===== config.mk =====
export PLATFORM = sky130hd
export DESIGN_NAME = command_packet_receiver
export DESIGN_NICKNAME = d
export VERILOG_FILES = /design/src/rtl/cpr_pkg.sv /design/src/rtl/cpr_in_stage.sv /design/src/rtl/cpr_decode.sv /design/src/rtl/command_packet_receiver.sv
export SDC_FILE = /design/constraint.sdc
export NUM_CORES = 1
export LEC_CHECK = 0
export ABC_CLOCK_PERIOD_IN_PS = 5350
export BUFFER_PORTS_ARGS = -buffer_cell sky130_fd_sc_hd__buf_2
export CORE_ASPECT_RATIO = 1.5
export CORE_MARGIN = 5
export CORE_UTILIZATION = 56
export DETAILED_ROUTE_END_ITERATION = 6
export MAX_ROUTING_LAYER = met4
export PLACE_DENSITY_LB_ADDON = 0.25
export SYNTH_ARGS = -nofsm -noshare
export SYNTH_HDL_FRONTEND = slang
export SYNTH_SLANG_ARGS = --single-unit

===== constraint.sdc =====
create_clock -name clk_i -period 5.35 [get_ports clk_i]
set_clock_uncertainty 0.2 [all_clocks]
set_input_delay 0.535 -clock clk_i [delete_from_list [all_inputs] [get_ports clk_i]]
set_output_delay 0.535 -clock clk_i [all_outputs]
set_load 0.005 [all_outputs]

===== src/rtl/cpr_pkg.sv =====
`timescale 1ns / 1ps

package cpr_pkg;

  localparam int unsigned ByteW  = 8;
  localparam int unsigned DataW  = 6;
  localparam int unsigned CmdW   = 3;
  localparam int unsigned ValueW = 2 * DataW;
  localparam int unsigned CfgIdxW = 2;

  localparam logic [ByteW-1:0] SyncMask = 8'h80;

  typedef enum logic [CfgIdxW-1:0] {
    CFG_VALUE_CMD_FIRST  = 2'd0,
    CFG_VALUE_CMD_SECOND = 2'd1,
    CFG_RETRANSMIT_CODE  = 2'd2,
    CFG_UNUSED           = 2'd3
  } cfg_idx_e;

  localparam logic [CmdW-1:0] ValueCmdFirstRst  = 3'd5;
  localparam logic [CmdW-1:0] ValueCmdSecondRst = 3'd7;
  localparam logic [CmdW-1:0] RetransmitCodeRst = 3'd7;

  typedef enum logic {
    KIND_RETRANSMIT = 1'b0,
    KIND_COMMAND    = 1'b1
  } kind_e;

  typedef struct packed {
    logic [CmdW-1:0] value_cmd_first;
    logic [CmdW-1:0] value_cmd_second;
    logic [CmdW-1:0] retransmit_code;
  } cfg_t;

  typedef struct packed {
    kind_e             kind;
    logic [ByteW-1:0]  reply_byte;
    logic [CmdW-1:0]   command;
    logic [DataW-1:0]  pin;
    logic [ValueW-1:0] value;
  } res_t;

  function automatic logic parity_ok(input logic [ByteW-1:0] b);
    parity_ok = (b[DataW] == (^b[DataW-1:0]));
  endfunction

  function automatic logic [ByteW-1:0] retransmit_byte(input logic [CmdW-1:0] code);
    logic [ByteW-1:0] r;
    r = SyncMask | {{(ByteW-CmdW){1'b0}}, code};
    r[DataW] = ^r[DataW-1:0];
    retransmit_byte = r;
  endfunction

endpackage


===== src/rtl/cpr_in_stage.sv =====
`timescale 1ns / 1ps

module cpr_in_stage import cpr_pkg::*; (
  input  logic             clk_i,
  input  logic             rst_ni,
  input  logic             in_valid_i,
  output logic             in_ready_o,
  input  logic [ByteW-1:0] in_byte_i,
  input  logic             advance_i,
  output logic             valid_o,
  output logic [ByteW-1:0] byte_o
);

  logic             valid_q;
  logic [ByteW-1:0] byte_q;

  assign in_ready_o = !valid_q || advance_i;

  always_ff @(posedge clk_i or negedge rst_ni) begin
    if (!rst_ni) begin
      valid_q <= 1'b0;
    end else if (in_ready_o) begin
      valid_q <= in_valid_i;
    end
  end

  always_ff @(posedge clk_i) begin
    if (in_valid_i && in_ready_o) begin
      byte_q <= in_byte_i;
    end
  end

  assign valid_o = valid_q;
  assign byte_o  = byte_q;

endmodule


===== src/rtl/cpr_decode.sv =====
`timescale 1ns / 1ps

module cpr_decode import cpr_pkg::*; (
  input  logic             clk_i,
  input  logic             rst_ni,
  input  logic             advance_i,
  input  logic [ByteW-1:0] byte_i,
  input  cfg_t             cfg_i,
  output logic             res_valid_o,
  output res_t             res_o
);

  typedef enum logic [1:0] {
    PH_IDLE = 2'd0,
    PH_PIN  = 2'd1,
    PH_HI   = 2'd2,
    PH_LO   = 2'd3
  } phase_e;

  phase_e            phase_q, phase_d;
  logic [CmdW-1:0]   cmd_q, cmd_d;
  logic [DataW-1:0]  pin_q, pin_d;
  logic [DataW-1:0]  upper_q, upper_d;
  logic [ValueW-1:0] value_q, value_d;

  logic             is_cmd;
  logic             par_ok;
  logic             has_value;
  logic             emit_retx;
  logic             emit_cmd;
  logic [DataW-1:0] data6;

  assign is_cmd    = byte_i[ByteW-1];
  assign par_ok    = parity_ok(byte_i);
  assign data6     = byte_i[DataW-1:0];
  assign has_value = (cmd_q == cfg_i.value_cmd_first) || (cmd_q == cfg_i.value_cmd_second);

  always_comb begin
    phase_d   = phase_q;
    cmd_d     = cmd_q;
    pin_d     = pin_q;
    upper_d   = upper_q;
    value_d   = value_q;
    emit_retx = 1'b0;
    emit_cmd  = 1'b0;
    if (phase_q == PH_IDLE) begin
      if (is_cmd) begin
        if (!par_ok) begin
          emit_retx = 1'b1;
        end else begin
          cmd_d   = byte_i[CmdW-1:0];
          phase_d = PH_PIN;
        end
      end
    end else if (is_cmd) begin
      phase_d = PH_IDLE;
    end else if (!par_ok) begin
      phase_d   = PH_IDLE;
      emit_retx = 1'b1;
    end else begin
      unique case (phase_q)
        PH_PIN: begin
          pin_d = data6;
          if (has_value) begin
            phase_d = PH_HI;
          end else begin
            phase_d  = PH_IDLE;
            emit_cmd = 1'b1;
          end
        end
        PH_HI: begin
          upper_d = data6;
          phase_d = PH_LO;
        end
        default: begin
          value_d  = {upper_q, data6};
          phase_d  = PH_IDLE;
          emit_cmd = 1'b1;
        end
      endcase
    end
  end

  always_ff @(posedge clk_i or negedge rst_ni) begin
    if (!rst_ni) begin
      phase_q <= PH_IDLE;
      cmd_q   <= '0;
      pin_q   <= '0;
      upper_q <= '0;
      value_q <= '0;
    end else if (advance_i) begin
      phase_q <= phase_d;
      cmd_q   <= cmd_d;
      pin_q   <= pin_d;
      upper_q <= upper_d;
      value_q <= value_d;
    end
  end

  always_comb begin
    res_o = '0;
    if (emit_cmd) begin
      res_o.kind    = KIND_COMMAND;
      res_o.command = cmd_d;
      res_o.pin     = pin_d;
      res_o.value   = value_d;
    end else begin
      res_o.kind       = KIND_RETRANSMIT;
      res_o.reply_byte = retransmit_byte(cfg_i.retransmit_code);
    end
  end

  assign res_valid_o = emit_retx || emit_cmd;

endmodule


===== src/rtl/command_packet_receiver.sv =====
// path from byte accept to result valid: input register, then result register
// throughput: one byte per cycle while results are taken; a result waiting to be taken holds
// the byte in the input register and drops in_ready_o
// a byte that completes a packet, or a checked byte with bad parity, gives one result
// reset clears phase, held fields and assembled value, and loads the register defaults
`timescale 1ns / 1ps

module command_packet_receiver import cpr_pkg::*; (
  input  logic                clk_i,
  input  logic                rst_ni,
  input  logic                cfg_valid_i,
  output logic                cfg_ready_o,
  input  logic [CfgIdxW-1:0]  cfg_index_i,
  input  logic [CmdW-1:0]     cfg_data_i,
  input  logic                in_valid_i,
  output logic                in_ready_o,
  input  logic [ByteW-1:0]    in_byte_i,
  output logic                out_valid_o,
  input  logic                out_ready_i,
  output logic                kind_o,
  output logic [ByteW-1:0]    reply_byte_o,
  output logic [CmdW-1:0]     command_o,
  output logic [DataW-1:0]    pin_o,
  output logic [ValueW-1:0]   value_o
);

  cfg_t             cfg_q;
  logic             stage_valid;
  logic [ByteW-1:0] stage_byte;
  logic             advance;
  logic             res_valid;
  res_t             res;
  logic             out_valid_q;
  res_t             out_q;

  assign cfg_ready_o = 1'b1;

  always_ff @(posedge clk_i or negedge rst_ni) begin
    if (!rst_ni) begin
      cfg_q.value_cmd_first  <= ValueCmdFirstRst;
      cfg_q.value_cmd_second <= ValueCmdSecondRst;
      cfg_q.retransmit_code  <= RetransmitCodeRst;
    end else if (cfg_valid_i && cfg_ready_o) begin
      unique case (cfg_idx_e'(cfg_index_i))
        CFG_VALUE_CMD_FIRST:  cfg_q.value_cmd_first  <= cfg_data_i;
        CFG_VALUE_CMD_SECOND: cfg_q.value_cmd_second <= cfg_data_i;
        CFG_RETRANSMIT_CODE:  cfg_q.retransmit_code  <= cfg_data_i;
        default: ;
      endcase
    end
  end

  assign advance = stage_valid && (!out_valid_q || out_ready_i);

  cpr_in_stage u_in_stage (
    .clk_i      (clk_i),
    .rst_ni     (rst_ni),
    .in_valid_i (in_valid_i),
    .in_ready_o (in_ready_o),
    .in_byte_i  (in_byte_i),
    .advance_i  (advance),
    .valid_o    (stage_valid),
    .byte_o     (stage_byte)
  );

  cpr_decode u_decode (
    .clk_i       (clk_i),
    .rst_ni      (rst_ni),
    .advance_i   (advance),
    .byte_i      (stage_byte),
    .cfg_i       (cfg_q),
    .res_valid_o (res_valid),
    .res_o       (res)
  );

  always_ff @(posedge clk_i or negedge rst_ni) begin
    if (!rst_ni) begin
      out_valid_q <= 1'b0;
    end else if (!out_valid_q || out_ready_i) begin
      out_valid_q <= advance && res_valid;
    end
  end

  always_ff @(posedge clk_i) begin
    if (advance && res_valid) begin
      out_q <= res;
    end
  end

  assign out_valid_o  = out_valid_q;
  assign kind_o       = out_q.kind;
  assign reply_byte_o = out_q.reply_byte;
  assign command_o    = out_q.command;
  assign pin_o        = out_q.pin;
  assign value_o      = out_q.value;

  a_retx_fields: assert property (@(posedge clk_i) disable iff (!rst_ni)
    out_valid_o && (kind_o == KIND_RETRANSMIT) |->
      reply_byte_o[ByteW-1] && (command_o == '0) && (pin_o == '0) && (value_o == '0))
    else $error("retransmit result carries command fields");

  a_retx_parity: assert property (@(posedge clk_i) disable iff (!rst_ni)
    out_valid_o && (kind_o == KIND_RETRANSMIT) |->
      (reply_byte_o[DataW] == (^reply_byte_o[DataW-1:0])))
    else $error("retransmit byte parity wrong");

  a_cmd_reply_zero: assert property (@(posedge clk_i) disable iff (!rst_ni)
    out_valid_o && (kind_o == KIND_COMMAND) |-> (reply_byte_o == '0))
    else $error("command result carries reply byte");

  a_stall_holds_stage: assert property (@(posedge clk_i) disable iff (!rst_ni)
    !in_ready_o |-> stage_valid && out_valid_q && !out_ready_i)
    else $error("input stalled without a blocked result");

endmodule

==> reports/metrics.yaml, run 1 <==
setup_path:
  cp-start-kind: "register"
  slowest_stage: "nor4_4"
  endpoint_kind: "register"
  ff2ff_setup_slack_ns: 2.37
  slowest_delay_ns: 0.98
  regToRegEndpoint: "u_decode.value_q[1]"
  cp_max_fo: 12
  r2r_cells: 4
  startpoint: "u_in_stage.byte_o[4]"
  required_ns: 5.38
  r2r_start: "u_in_stage.byte_o[4]"
  crit_end: "u_decode.value_q[1]"
  crit_chain: "xnor2_1, xnor3_2, nor4_4, mux2_2"
  critPathKind: "register to register"
  cp.arrival_ns: 3.00
detailed_routing:
  vias: 1867
  wl_per_cell_um: 16.3
  routed_wirelength_mm: 5.73
  vias_per_cell: 5.32
  drt_iter0_drc: 93
  dr.pass1.iters: 4
  ant_nets: 0
  drc: 0
cts:
  cts.clk_slew.worst_paths_ns: 0.07
  clock_latency_ns: 0.34
  clockBufferDepth: 2
  cts_sinks: 75
  cts_hold_buf: 0
  cts_inserted_buffers: 9
  ctsResizeCount: 0
  cts_max_level: 3
  postCtsSetupBuffers: 0
  cts_tree: "yes"
  root_buffer: "clkbuf_8"
logic_synthesis:
  synthCells: 224
  ys_seq_elements: 75
  synth_cell_types: 34
  syn_area_sq_um: 3330
  synth.avg_cell_area_sq_um: 14.9
  synth_area_leaders: "edfxtp_1 32%, dfrtp_1 24%, mux2_2 8.8%, dfstp_2 6.3%, mux2i_1 5.4%"
  yosysSeqAreaShare_pct: 61.9
  synth_warnings: 0
  synth_top_cell_by_area: "edfxtp_1"
  synth_top_cell_area_share_pct: 31.6
global_routing:
  grt_use_met2_pct: 28.2
  grt_busiest_layer: "met2"
  grt_pass1_vias: 1974
  antenna_found_initial: 0
  gr-total-overflow: 0
  grt_use_met1_pct: 19.7
  use_met3_pct: 4.55
  grt_pass1_wl_mm: 9.53
  track_usage_pct: 17.0
  grt_max_degree: 41
timing:
  slew_headroom_pct: 26.3
  finalSetupViolCount: 0
  worst_slew_pin_slew_ns: 1.10
  hold-worst-slack_ns: 0.108
  layout_min_cycle_time_ns: 2.98
  fin_ws_ns: 2.37
  finalHoldViolations: 0
  finalCritPeriodShare_pct: 55.7
  slew_viol_final: 0
  fin_setup_tns_ns: 0
  grt_setup_unrepaired: "no"
  fmax_mhz: 336
die:
  pin_count: 51
  core-area_sq_um: 5790
  dieArea_sq_um: 7620
  start_util_pct: 57.6
  die_y_um: 104
  std_cell_rows: 34
  die_w_um: 73.0
placed_design:
  preCtsSetupSlack_ns: 2.35
  dp_hpwl_mm: 4.09
  place_congestion: 0.745
  io_buffers: 46
  dpl-instance-area_sq_um: 3610
  dpl.cell_count: 335
power:
  power_density_nw_per_um2: 518
  power_leakage_nw: 1.62
  ir_drop_mv: 0.353
  power.total_mw: 1.99
finish:
  nFillCells: 438
  utilization_pct: 66.6
  finalNonFillerCells: 351
  layout-drive-gt1-share_pct: 41.2
  final_common_cell: "buf_2"
  layout_common_cells: "46 x buf_2, 35 x edfxtp_1, 32 x dfrtp_1"
  synthToLayoutAreaGrowth_pct: 15.7
  design_area_sq_um: 3850
  insertedDiodeCount: 0
  num-nets-final: 296
worst_hold_path:
  hold_class: "input pin to asynchronous set/reset pin"
outcome:
  status: "finished, final reports clean"
flow_run:
  cap_violations: 0
==> flip-flops by register name, summed over array words and instances, names as in the netlist, 3 cells and up <==
register,flops
reply_byte_o,5
cfg_q,9
u_decode.cmd_q,3
pin_o,6
u_decode.value_q,12
command_o,3
value_o,12
u_decode.pin_q,6
u_in_stage.byte_o,8
u_decode.upper_q,6
==> power by group <==
group          switching (mW)  internal (mW)
combinational           0.277          0.292
sequential              0.105          0.806
clock                   0.202          0.312
total                   0.584           1.41
==> cell families after synthesis <==
kind of cell    count (synthesis)  synth area share, %
simple gates                   48                 8.83
compound gates                  9                 1.80
buf+inv                        20                 3.01
other cells                     2                0.225
flops                          75                 61.9
fa+ha+maj                       4                 1.50
xor+xnor                       12                 4.02
mux                            54                 18.7
==> layer usage <==
layer	up-vias	wire length (um)
li1	881	-
met2	49	3020
met5	-	0
met1	924	2320
met3	13	278
met4	0	114
==> worst min-delay path by stage <==
stage	end	slack, ns	cells after the start
global placement	u_decode.pin_q[3]	0.29	1
finish	u_in_stage.valid_o	0.11	1
floorplan	cfg_q[7]	0.04	0
global route	u_in_stage.byte_o[4]	0.15	1
detailed placement	u_decode.value_q[8]	0.30	1
CTS	u_decode.value_q[6]	0.13	1
==> synth_stat cells <==
master,instances
nor3_1,1
inv_1,9
and2_1,5
xnor3_2,1
nand4_1,2
a311o_1,1
xnor3_1,1
or2_2,2
nand3b_1,3
o21a_1,1
o21ai_0,2
nor4_4,3
nor2_1,21
nand2b_1,3
ha_1,4
a211o_1,1
mux2_4,10
nand2_1,4
nor3_2,1
dfrtp_1,32
nor3b_1,2
buf_2,2
buf_6,1
edfxtp_1,35
mux2i_1,18
conb_1,2
nand4b_1,1
mux2_2,26
clkbuf_1,4
xnor2_1,10
buf_4,4
a31oi_1,3
a21oi_1,1
dfstp_2,8
==> worst max-delay path, delay by kind of cell (launching register included) <==
family        cells  cell delay (ns)
flops             1             0.50
xor+xnor          2             0.77
mux               1             0.42
simple gates      1             0.98
==> cell type report <==
class,count,area (sq um),area share (%)
multi-input cells,131,1180,30.7
repair buffers,48,245,6.37
clock buffers,10,128,3.31
well taps,72,90.1,2.34
inverters,9,33.8,0.877
clock inverters,6,113,2.92
flip-flops and latches,75,2060,53.5
No activity file was read; power rests on OpenSTA's default activity.
==> run 2: changes to the inputs <==
--- a/config.mk
+++ b/config.mk
@@ -5,7 +5,7 @@
 export SDC_FILE = /design/constraint.sdc
 export NUM_CORES = 1
 export LEC_CHECK = 0
-export ABC_CLOCK_PERIOD_IN_PS = 5350
+export ABC_CLOCK_PERIOD_IN_PS = 3100
 export BUFFER_PORTS_ARGS = -buffer_cell sky130_fd_sc_hd__buf_2
 export CORE_ASPECT_RATIO = 1.5
 export CORE_MARGIN = 5
==> constraint.sdc (replaced) <==
create_clock -name clk_i -period 3.1 [get_ports clk_i]
set_clock_uncertainty 0.2 [all_clocks]
set_input_delay 0.31 -clock clk_i [delete_from_list [all_inputs] [get_ports clk_i]]
set_output_delay 0.31 -clock clk_i [all_outputs]
set_load 0.005 [all_outputs]
==> reports/metrics.yaml, run 2 (same netlist as run 1, synthesis figures left out) <==
finish:
  synthToLayoutAreaGrowth_pct: 19.5  # was 15.7%
  layout_common_cells: "46 x buf_2, 35 x edfxtp_1, 32 x dfrtp_1"  # unchanged
  nFillCells: 432  # was 438
  seq_area_sq_um: 2060  # unchanged
  multi_input_area_sq_um: 1190  # was 1180 sq um
  final_common_cell: "buf_2"  # unchanged
  insertedDiodeCount: 0  # unchanged
  finalNonFillerCells: 364  # was 351
  layout-drive-gt1-share_pct: 40.4  # was 41.2%
  num-nets-final: 309  # was 296
cts:
  cts_max_level: 3  # unchanged
  clockBufferDepth: 2  # unchanged
  cts_sinks: 75  # unchanged
  postCtsSetupBuffers: 0  # unchanged
  cts_hold_buf: 10  # was 0
  clock_latency_ns: 0.34  # about the same
  cts.clk_slew.worst_paths_ns: 0.08  # was 0.07 ns
  ctsResizeCount: 0  # unchanged
  cts_inserted_buffers: 9  # unchanged
  cts_tree: "yes"  # unchanged
  root_buffer: "clkbuf_8"  # unchanged
timing:
  finalSetupViolCount: 0  # unchanged
  slew_headroom_pct: 37.9  # was 26.3%
  fin_setup_tns_ns: 0  # unchanged
  slew_viol_final: 0  # unchanged
  layout_min_cycle_time_ns: 2.62  # was 2.98 ns
  finalCritPeriodShare_pct: 84.5  # was 55.7%
  finalHoldViolations: 0  # unchanged
  fmax_mhz: 382  # was 336 MHz
  grt_setup_unrepaired: "no"  # unchanged
  worst_slew_pin_slew_ns: 0.932  # was 1.10 ns
setup_path:
  critPathKind: "register to register"  # unchanged
  cp_max_fo: 17  # was 12
  regToRegEndpoint: "value_o[2]"  # was u_decode.value_q[1]
  endpoint_kind: "register"  # unchanged
  required_ns: 3.10  # was 5.38 ns
  crit_end: "value_o[2]"  # was u_decode.value_q[1]
  r2r_cells: 5  # was 4
  startpoint: "u_in_stage.byte_o[1]"  # was u_in_stage.byte_o[4]
  ff2ff_setup_slack_ns: 0.48  # was 2.37 ns
  cp.arrival_ns: 2.62  # was 3.00 ns
  r2r_start: "u_in_stage.byte_o[1]"  # was u_in_stage.byte_o[4]
  cp-start-kind: "register"  # unchanged
placed_design:
  dpl.cell_count: 338  # was 335
  place_congestion: 0.841  # was 0.745
  io_buffers: 46  # unchanged
  dp_hpwl_mm: 4.24  # was 4.09 mm
detailed_routing:
  drc: 0  # unchanged
  wl_per_cell_um: 16.6  # was 16.3 um
  vias_per_cell: 5.25  # was 5.32
  ant_nets: 0  # unchanged
  routed_wirelength_mm: 6.04  # was 5.73 mm
  vias: 1912  # was 1,867
  drt_iter0_drc: 145  # was 93
  dr.pass1.iters: 4  # unchanged
global_routing:
  antenna_found_initial: 0  # unchanged
  grt_max_degree: 41  # unchanged
  gr-total-overflow: 0  # unchanged
  grt_pass1_wl_mm: 10.2  # was 9.53 mm
  grt_pass1_vias: 2038  # was 1,974
  track_usage_pct: 18.1  # was 17.0%
die:
  core-area_sq_um: 5790  # unchanged
  die_w_um: 73.0  # unchanged
  start_util_pct: 57.6  # unchanged
  pin_count: 51  # unchanged
  dieArea_sq_um: 7620  # unchanged
  std_cell_rows: 34  # unchanged
  die_y_um: 104  # unchanged
worst_hold_path:
  hold_class: "input pin to register"  # was input pin to asynchronous set/reset pin
power:
  power_leakage_nw: 1.68  # was 1.62 nW
  power_density_nw_per_um2: 875  # was 518 nW/um^2
  ir_drop_mv: 0.506  # was 0.353 mV
flow_run:
  cap_violations: 0  # unchanged
outcome:
  status: "finished, final reports clean"  # unchanged
run 2: area by class of cell:
| type | count | share of cell area [%] |
|---|---|---|
| clock buffers | 10 | 3.21 |
| clock inverters | 6 | 2.83 |
| inverters | 9 | 0.849 |
| multi-input cells | 131 | 29.8 |
| flip-flops and latches | 75 | 51.8 |
| well taps | 72 | 2.26 |
| repair buffers | 61 | 9.24 |
run 2: worst min path at each step:
stage,endpoint,startpoint,cells past startpoint
final,cfg_q[0],cfg_data_i[0],2
after global routing,cfg_q[0],cfg_data_i[0],2
after CTS,cfg_q[0],cfg_data_i[0],2
after detailed placement,u_in_stage.byte_o[7],in_byte_i[7],1
after global placement,u_in_stage.byte_o[3],in_byte_i[3],1
after floorplan,cfg_q[7],rst_ni,0
run 2: metrics by stage:
| stage | hold WS [ns] | worst slack (ns) | total power, mW | cell area [sq um] | util, % |
|---|---|---|---|---|---|
| after floorplan | -0.186 | 0.209 | 2.30 | 3350 | - |
| after global placement | 0.286 | 0.524 | 2.57 | 3640 | 62.9 |
| after detailed placement | 0.290 | 0.458 | 2.61 | 3640 | 62.9 |
| after CTS | 0.0305 | 0.446 | 3.51 | 3980 | 68.8 |
| after global routing | 0.0380 | 0.311 | 3.67 | 3980 | 68.8 |
| final | 0.0339 | 0.482 | 3.49 | 3980 | 68.8 |
run 2: report_power, final:
part           leakage, nW  switching (mW)  total (mW)  internal (mW)
sequential           0.826           0.182        1.57           1.39
clock                0.121           0.363       0.901          0.538
combinational        0.737           0.486        1.01          0.527
total                 1.68            1.03        3.49           2.45
run 2: routing by layer:
metal / routed length (um) / track usage (%)
met5: 0 / -
met4: 159 / 8.97
met3: 255 / 3.19
met2: 3190 / 28.9
met1: 2440 / 21.7
run 2: critical path: stages (launching register included):
cell	delay, ns
edfxtp_1	0.49
xnor3_1	0.43
xnor3_2	0.38
nand4b_1	0.50
buf_4	0.36
nor2_1	0.13
==> run 3: changes to the inputs <==
--- a/config.mk
+++ b/config.mk
@@ -5,11 +5,12 @@
 export SDC_FILE = /design/constraint.sdc
 export NUM_CORES = 1
 export LEC_CHECK = 0
-export ABC_CLOCK_PERIOD_IN_PS = 3100
+export ABC_AREA = 1
+export ABC_CLOCK_PERIOD_IN_PS = 2500
 export BUFFER_PORTS_ARGS = -buffer_cell sky130_fd_sc_hd__buf_2
 export CORE_ASPECT_RATIO = 1.5
 export CORE_MARGIN = 5
-export CORE_UTILIZATION = 56
+export CORE_UTILIZATION = 57
 export DETAILED_ROUTE_END_ITERATION = 6
 export MAX_ROUTING_LAYER = met4
 export PLACE_DENSITY_LB_ADDON = 0.25
==> constraint.sdc (replaced) <==
create_clock -name clk_i -period 2.5 [get_ports clk_i]
set_clock_uncertainty 0.2 [all_clocks]
set_input_delay 0.25 -clock clk_i [delete_from_list [all_inputs] [get_ports clk_i]]
set_output_delay 0.25 -clock clk_i [all_outputs]
set_load 0.005 [all_outputs]
==> reports/metrics.yaml, run 3 <==
outcome:
  status: "finished, final reports clean"  # unchanged
die:
  pin_count: 51  # unchanged
  std_cell_rows: 36  # was 34
  die_w_um: 76.1  # was 73.0 um
  die_y_um: 109  # was 104 um
  start_util_pct: 58.0  # was 57.6%
  dieArea_sq_um: 8300  # was 7620 sq um
  core-area_sq_um: 6440  # was 5790 sq um
setup_path:
  ff2ff_setup_slack_ns: 0.23  # was 0.48 ns
  r2r_cells: 13  # was 5
  endpoint_kind: "register"  # unchanged
  startpoint: "u_in_stage.byte_o[0]"  # was u_in_stage.byte_o[1]
  r2r_start: "u_in_stage.byte_o[0]"  # was u_in_stage.byte_o[1]
  cp_max_fo: 20  # was 17
  required_ns: 2.41  # was 3.10 ns
  cp-start-kind: "register"  # unchanged
  regToRegEndpoint: "command_o[0]"  # was value_o[2]
  crit_end: "command_o[0]"  # was value_o[2]
  cp.arrival_ns: 2.18  # was 2.62 ns
  critPathKind: "register to register"  # unchanged
power:
  power_density_nw_per_um2: 940  # was 875 nW/um^2
  power_leakage_nw: 2.16  # was 1.68 nW
  power.total_mw: 4.12  # was 3.49 mW
  ir_drop_mv: 0.547  # was 0.506 mV
placed_design:
  dpl.cell_count: 546  # was 338
  place_congestion: 0.836  # was 0.841
  dp_hpwl_mm: 5.37  # was 4.24 mm
  io_buffers: 46  # unchanged
cts:
  cts_max_level: 3  # unchanged
  cts_sinks: 75  # unchanged
  root_buffer: "clkbuf_8"  # unchanged
  postCtsSetupBuffers: 0  # unchanged
  clockBufferDepth: 2  # unchanged
  cts_inserted_buffers: 9  # unchanged
  cts.clk_slew.worst_paths_ns: 0.07  # was 0.08 ns
  cts_tree: "yes"  # unchanged
  clock_latency_ns: 0.35  # was 0.34 ns
logic_synthesis:
  synth_area_leaders: "edfxtp_1 28%, dfrtp_1 21%, nand2_1 16%, dfstp_2 5.6%, inv_1 5.5%"  # was edfxtp_1 32%, dfrtp_1 24%, mux2_2 8.8%, dfstp_2 6.3%, mux2i_1 5.4%
  synthCells: 432  # was 224
  yosysSeqAreaShare_pct: 55.2  # was 61.9%
  netlist_top_cells_count: "155 x nand2_1, 55 x inv_1, 35 x edfxtp_1"  # was 35 x edfxtp_1, 32 x dfrtp_1, 26 x mux2_2
  synthAdderAreaFrac_pct: 1.34  # was 1.50%
  synth_compound_area_share_pct: 2.01  # was 1.80%
  synth.avg_cell_area_sq_um: 8.65  # was 14.9 sq um
  ys_seq_elements: 75  # unchanged
  syn_area_sq_um: 3730  # was 3330 sq um
  yosysMostFrequentCell: "nand2_1"  # was edfxtp_1
  synth-edff-count: 35  # unchanged
  synth_top_family_by_area: "simple AND/OR/NAND/NOR gates"  # was multiplexers
  synth_ff_type: "edfxtp_1"  # unchanged
  synth_top_cell_by_area: "edfxtp_1"  # unchanged
  synth_top_cell_area_share_pct: 28.1  # was 31.6%
  ys_async_sr_fraction_pct: 53.3  # unchanged
  yosys.area_share.simple_pct: 31.5  # was 8.83%
  synth_cell_types: 27  # was 34
  synth_warnings: 0  # unchanged
  synth.area.mux_share_pct: 0  # was 18.7%
  synth-xor-area-share_pct: 0.704  # was 4.02%
timing:
  worst_slew_pin_slew_ns: 0.940  # was 0.932 ns
  slew_viol_final: 0  # unchanged
  layout_min_cycle_time_ns: 2.27  # was 2.62 ns
  fin_setup_tns_ns: 0  # unchanged
  slew_headroom_pct: 37.3  # was 37.9%
  finalHoldViolations: 0  # unchanged
  fmax_mhz: 441  # was 382 MHz
  finalCritPeriodShare_pct: 90.7  # was 84.5%
  grt_setup_unrepaired: "no"  # unchanged
  hold-worst-slack_ns: 0.0714  # was 0.0339 ns
  finalSetupViolCount: 0  # unchanged
detailed_routing:
  drc: 0  # unchanged
  vias_per_cell: 4.96  # was 5.25
  routed_wirelength_mm: 7.88  # was 6.04 mm
  drt_iter0_drc: 180  # was 145
  vias: 2862  # was 1,912
  dr.pass1.iters: 4  # unchanged
  ant_nets: 0  # unchanged
  wl_per_cell_um: 13.6  # was 16.6 um
global_routing:
  grt_max_degree: 41  # unchanged
  grt_pass1_vias: 2921  # was 2,038
  track_usage_pct: 21.4  # was 18.1%
  grt_pass1_wl_mm: 13.7  # was 10.2 mm
  antenna_found_initial: 0  # unchanged
  gr-total-overflow: 0  # unchanged
flow_run:
  cap_violations: 0  # unchanged
finish:
  synthToLayoutAreaGrowth_pct: 17.2  # was 19.5%
  num-nets-final: 518  # was 309
  layout_common_cells: "155 x nand2_1, 54 x inv_1, 46 x buf_2"  # was 46 x buf_2, 35 x edfxtp_1, 32 x dfrtp_1
  utilization_pct: 67.9  # was 68.8%
  finalNonFillerCells: 577  # was 364
  insertedDiodeCount: 0  # unchanged
  final_common_cell: "nand2_1"  # was buf_2
  layout-drive-gt1-share_pct: 23.4  # was 40.4%
  nFillCells: 551  # was 432
worst_hold_path:
  hold_class: "input pin to register"  # unchanged
-- run 3: changes by cell type after synthesis, sizes merged, moves of 7 or more --
cell / before / now
nand2: 4 / 165
inv: 9 / 60
mux2: 36 / 0
nand3: 0 / 36
nand4: 2 / 24
mux2i: 18 / 0
o21ai: 2 / 12
nor2: 21 / 28
xnor2: 10 / 3
-- run 3: report_power, final --
group | total, mW | internal (mW) | switching (mW)
registers | 1.81 | 1.65 | 0.160
logic | 1.45 | 0.495 | 0.958
clock network | 0.852 | 0.412 | 0.440
-- run 3: repair_timing --
| item | CTS | global route |
|---|---|---|
| resized for setup | 0 | 1 |
| hold endpoints to repair | 51 | 0 |
| hold buffers | 15 | 0 |
| setup endpoints to repair | 0 | 2 |
-- run 3: metrics by stage --
| step | cell area (sq um) | worst slack [ns] |
|---|---|---|
| after floorplan | 3750 | 0.189 |
| after global placement | 4040 | 0.261 |
| after detailed placement | 4040 | 0.236 |
| after CTS | 4370 | 0.221 |
| after global routing | 4380 | 0.0850 |
| final | 4380 | 0.232 |
-- run 3: worst min-delay path by stage --
stage / from / end / slack (ns) / cells after the start
2_1_floorplan: rst_ni / cfg_q[7] / -0.25 / 0
6_report: cfg_index_i[1] / cfg_q[0] / 0.07 / 3
5_1_grt: cfg_valid_i / cfg_q[8] / 0.10 / 3
3_3_place_gp: in_byte_i[7] / u_in_stage.byte_o[7] / 0.23 / 1
3_5_place_dp: in_byte_i[0] / u_in_stage.byte_o[0] / 0.23 / 1
4_1_cts: cfg_index_i[1] / cfg_q[0] / 0.06 / 3
-- run 3: final cells by class --
type                       count  area [sq um]  area share (%)
sequential                    75          2060            47.1
multi-input combinational    280          1350            30.9
timing repair buffer          70           460            10.5
tap                           76          95.1            2.17
clock buffer                  12           155            3.54
clock inverter                 4          23.8           0.543
inverter                      60           229            5.23
-- run 3: metal layers --
metal / share of wire [%] / routed length [um] / global-route usage (%)
met5: 0 / 0 / -
met4: 2.0 / 157 / 9.38
met3: 4.1 / 321 / 3.64
met2: 54 / 4290 / 38.8
met1: 39 / 3110 / 23.0
-- run 3: cell families after synthesis --
group | Yosys count
AOI/OAI and AO/OA | 15
xor gates and xnor gates | 3
adders and majority gates | 4
buffers and inverters | 79
DFF | 75
other | 2
and+or+nand+nor | 254
-- run 3: critical path, cell delays in order, from the launching register on --
cell,delay [ns]
edfxtp_1,0.43
inv_2,0.15
nand2_2,0.09
nand2_2,0.07
nand2_1,0.05
nand2_1,0.07
nand3_1,0.11
nand2_4,0.12
nor2_8,0.04
nand2_4,0.05
nand2_1,0.04
nand2_1,0.13
clkinvlp_4,0.23
buf_12,0.23
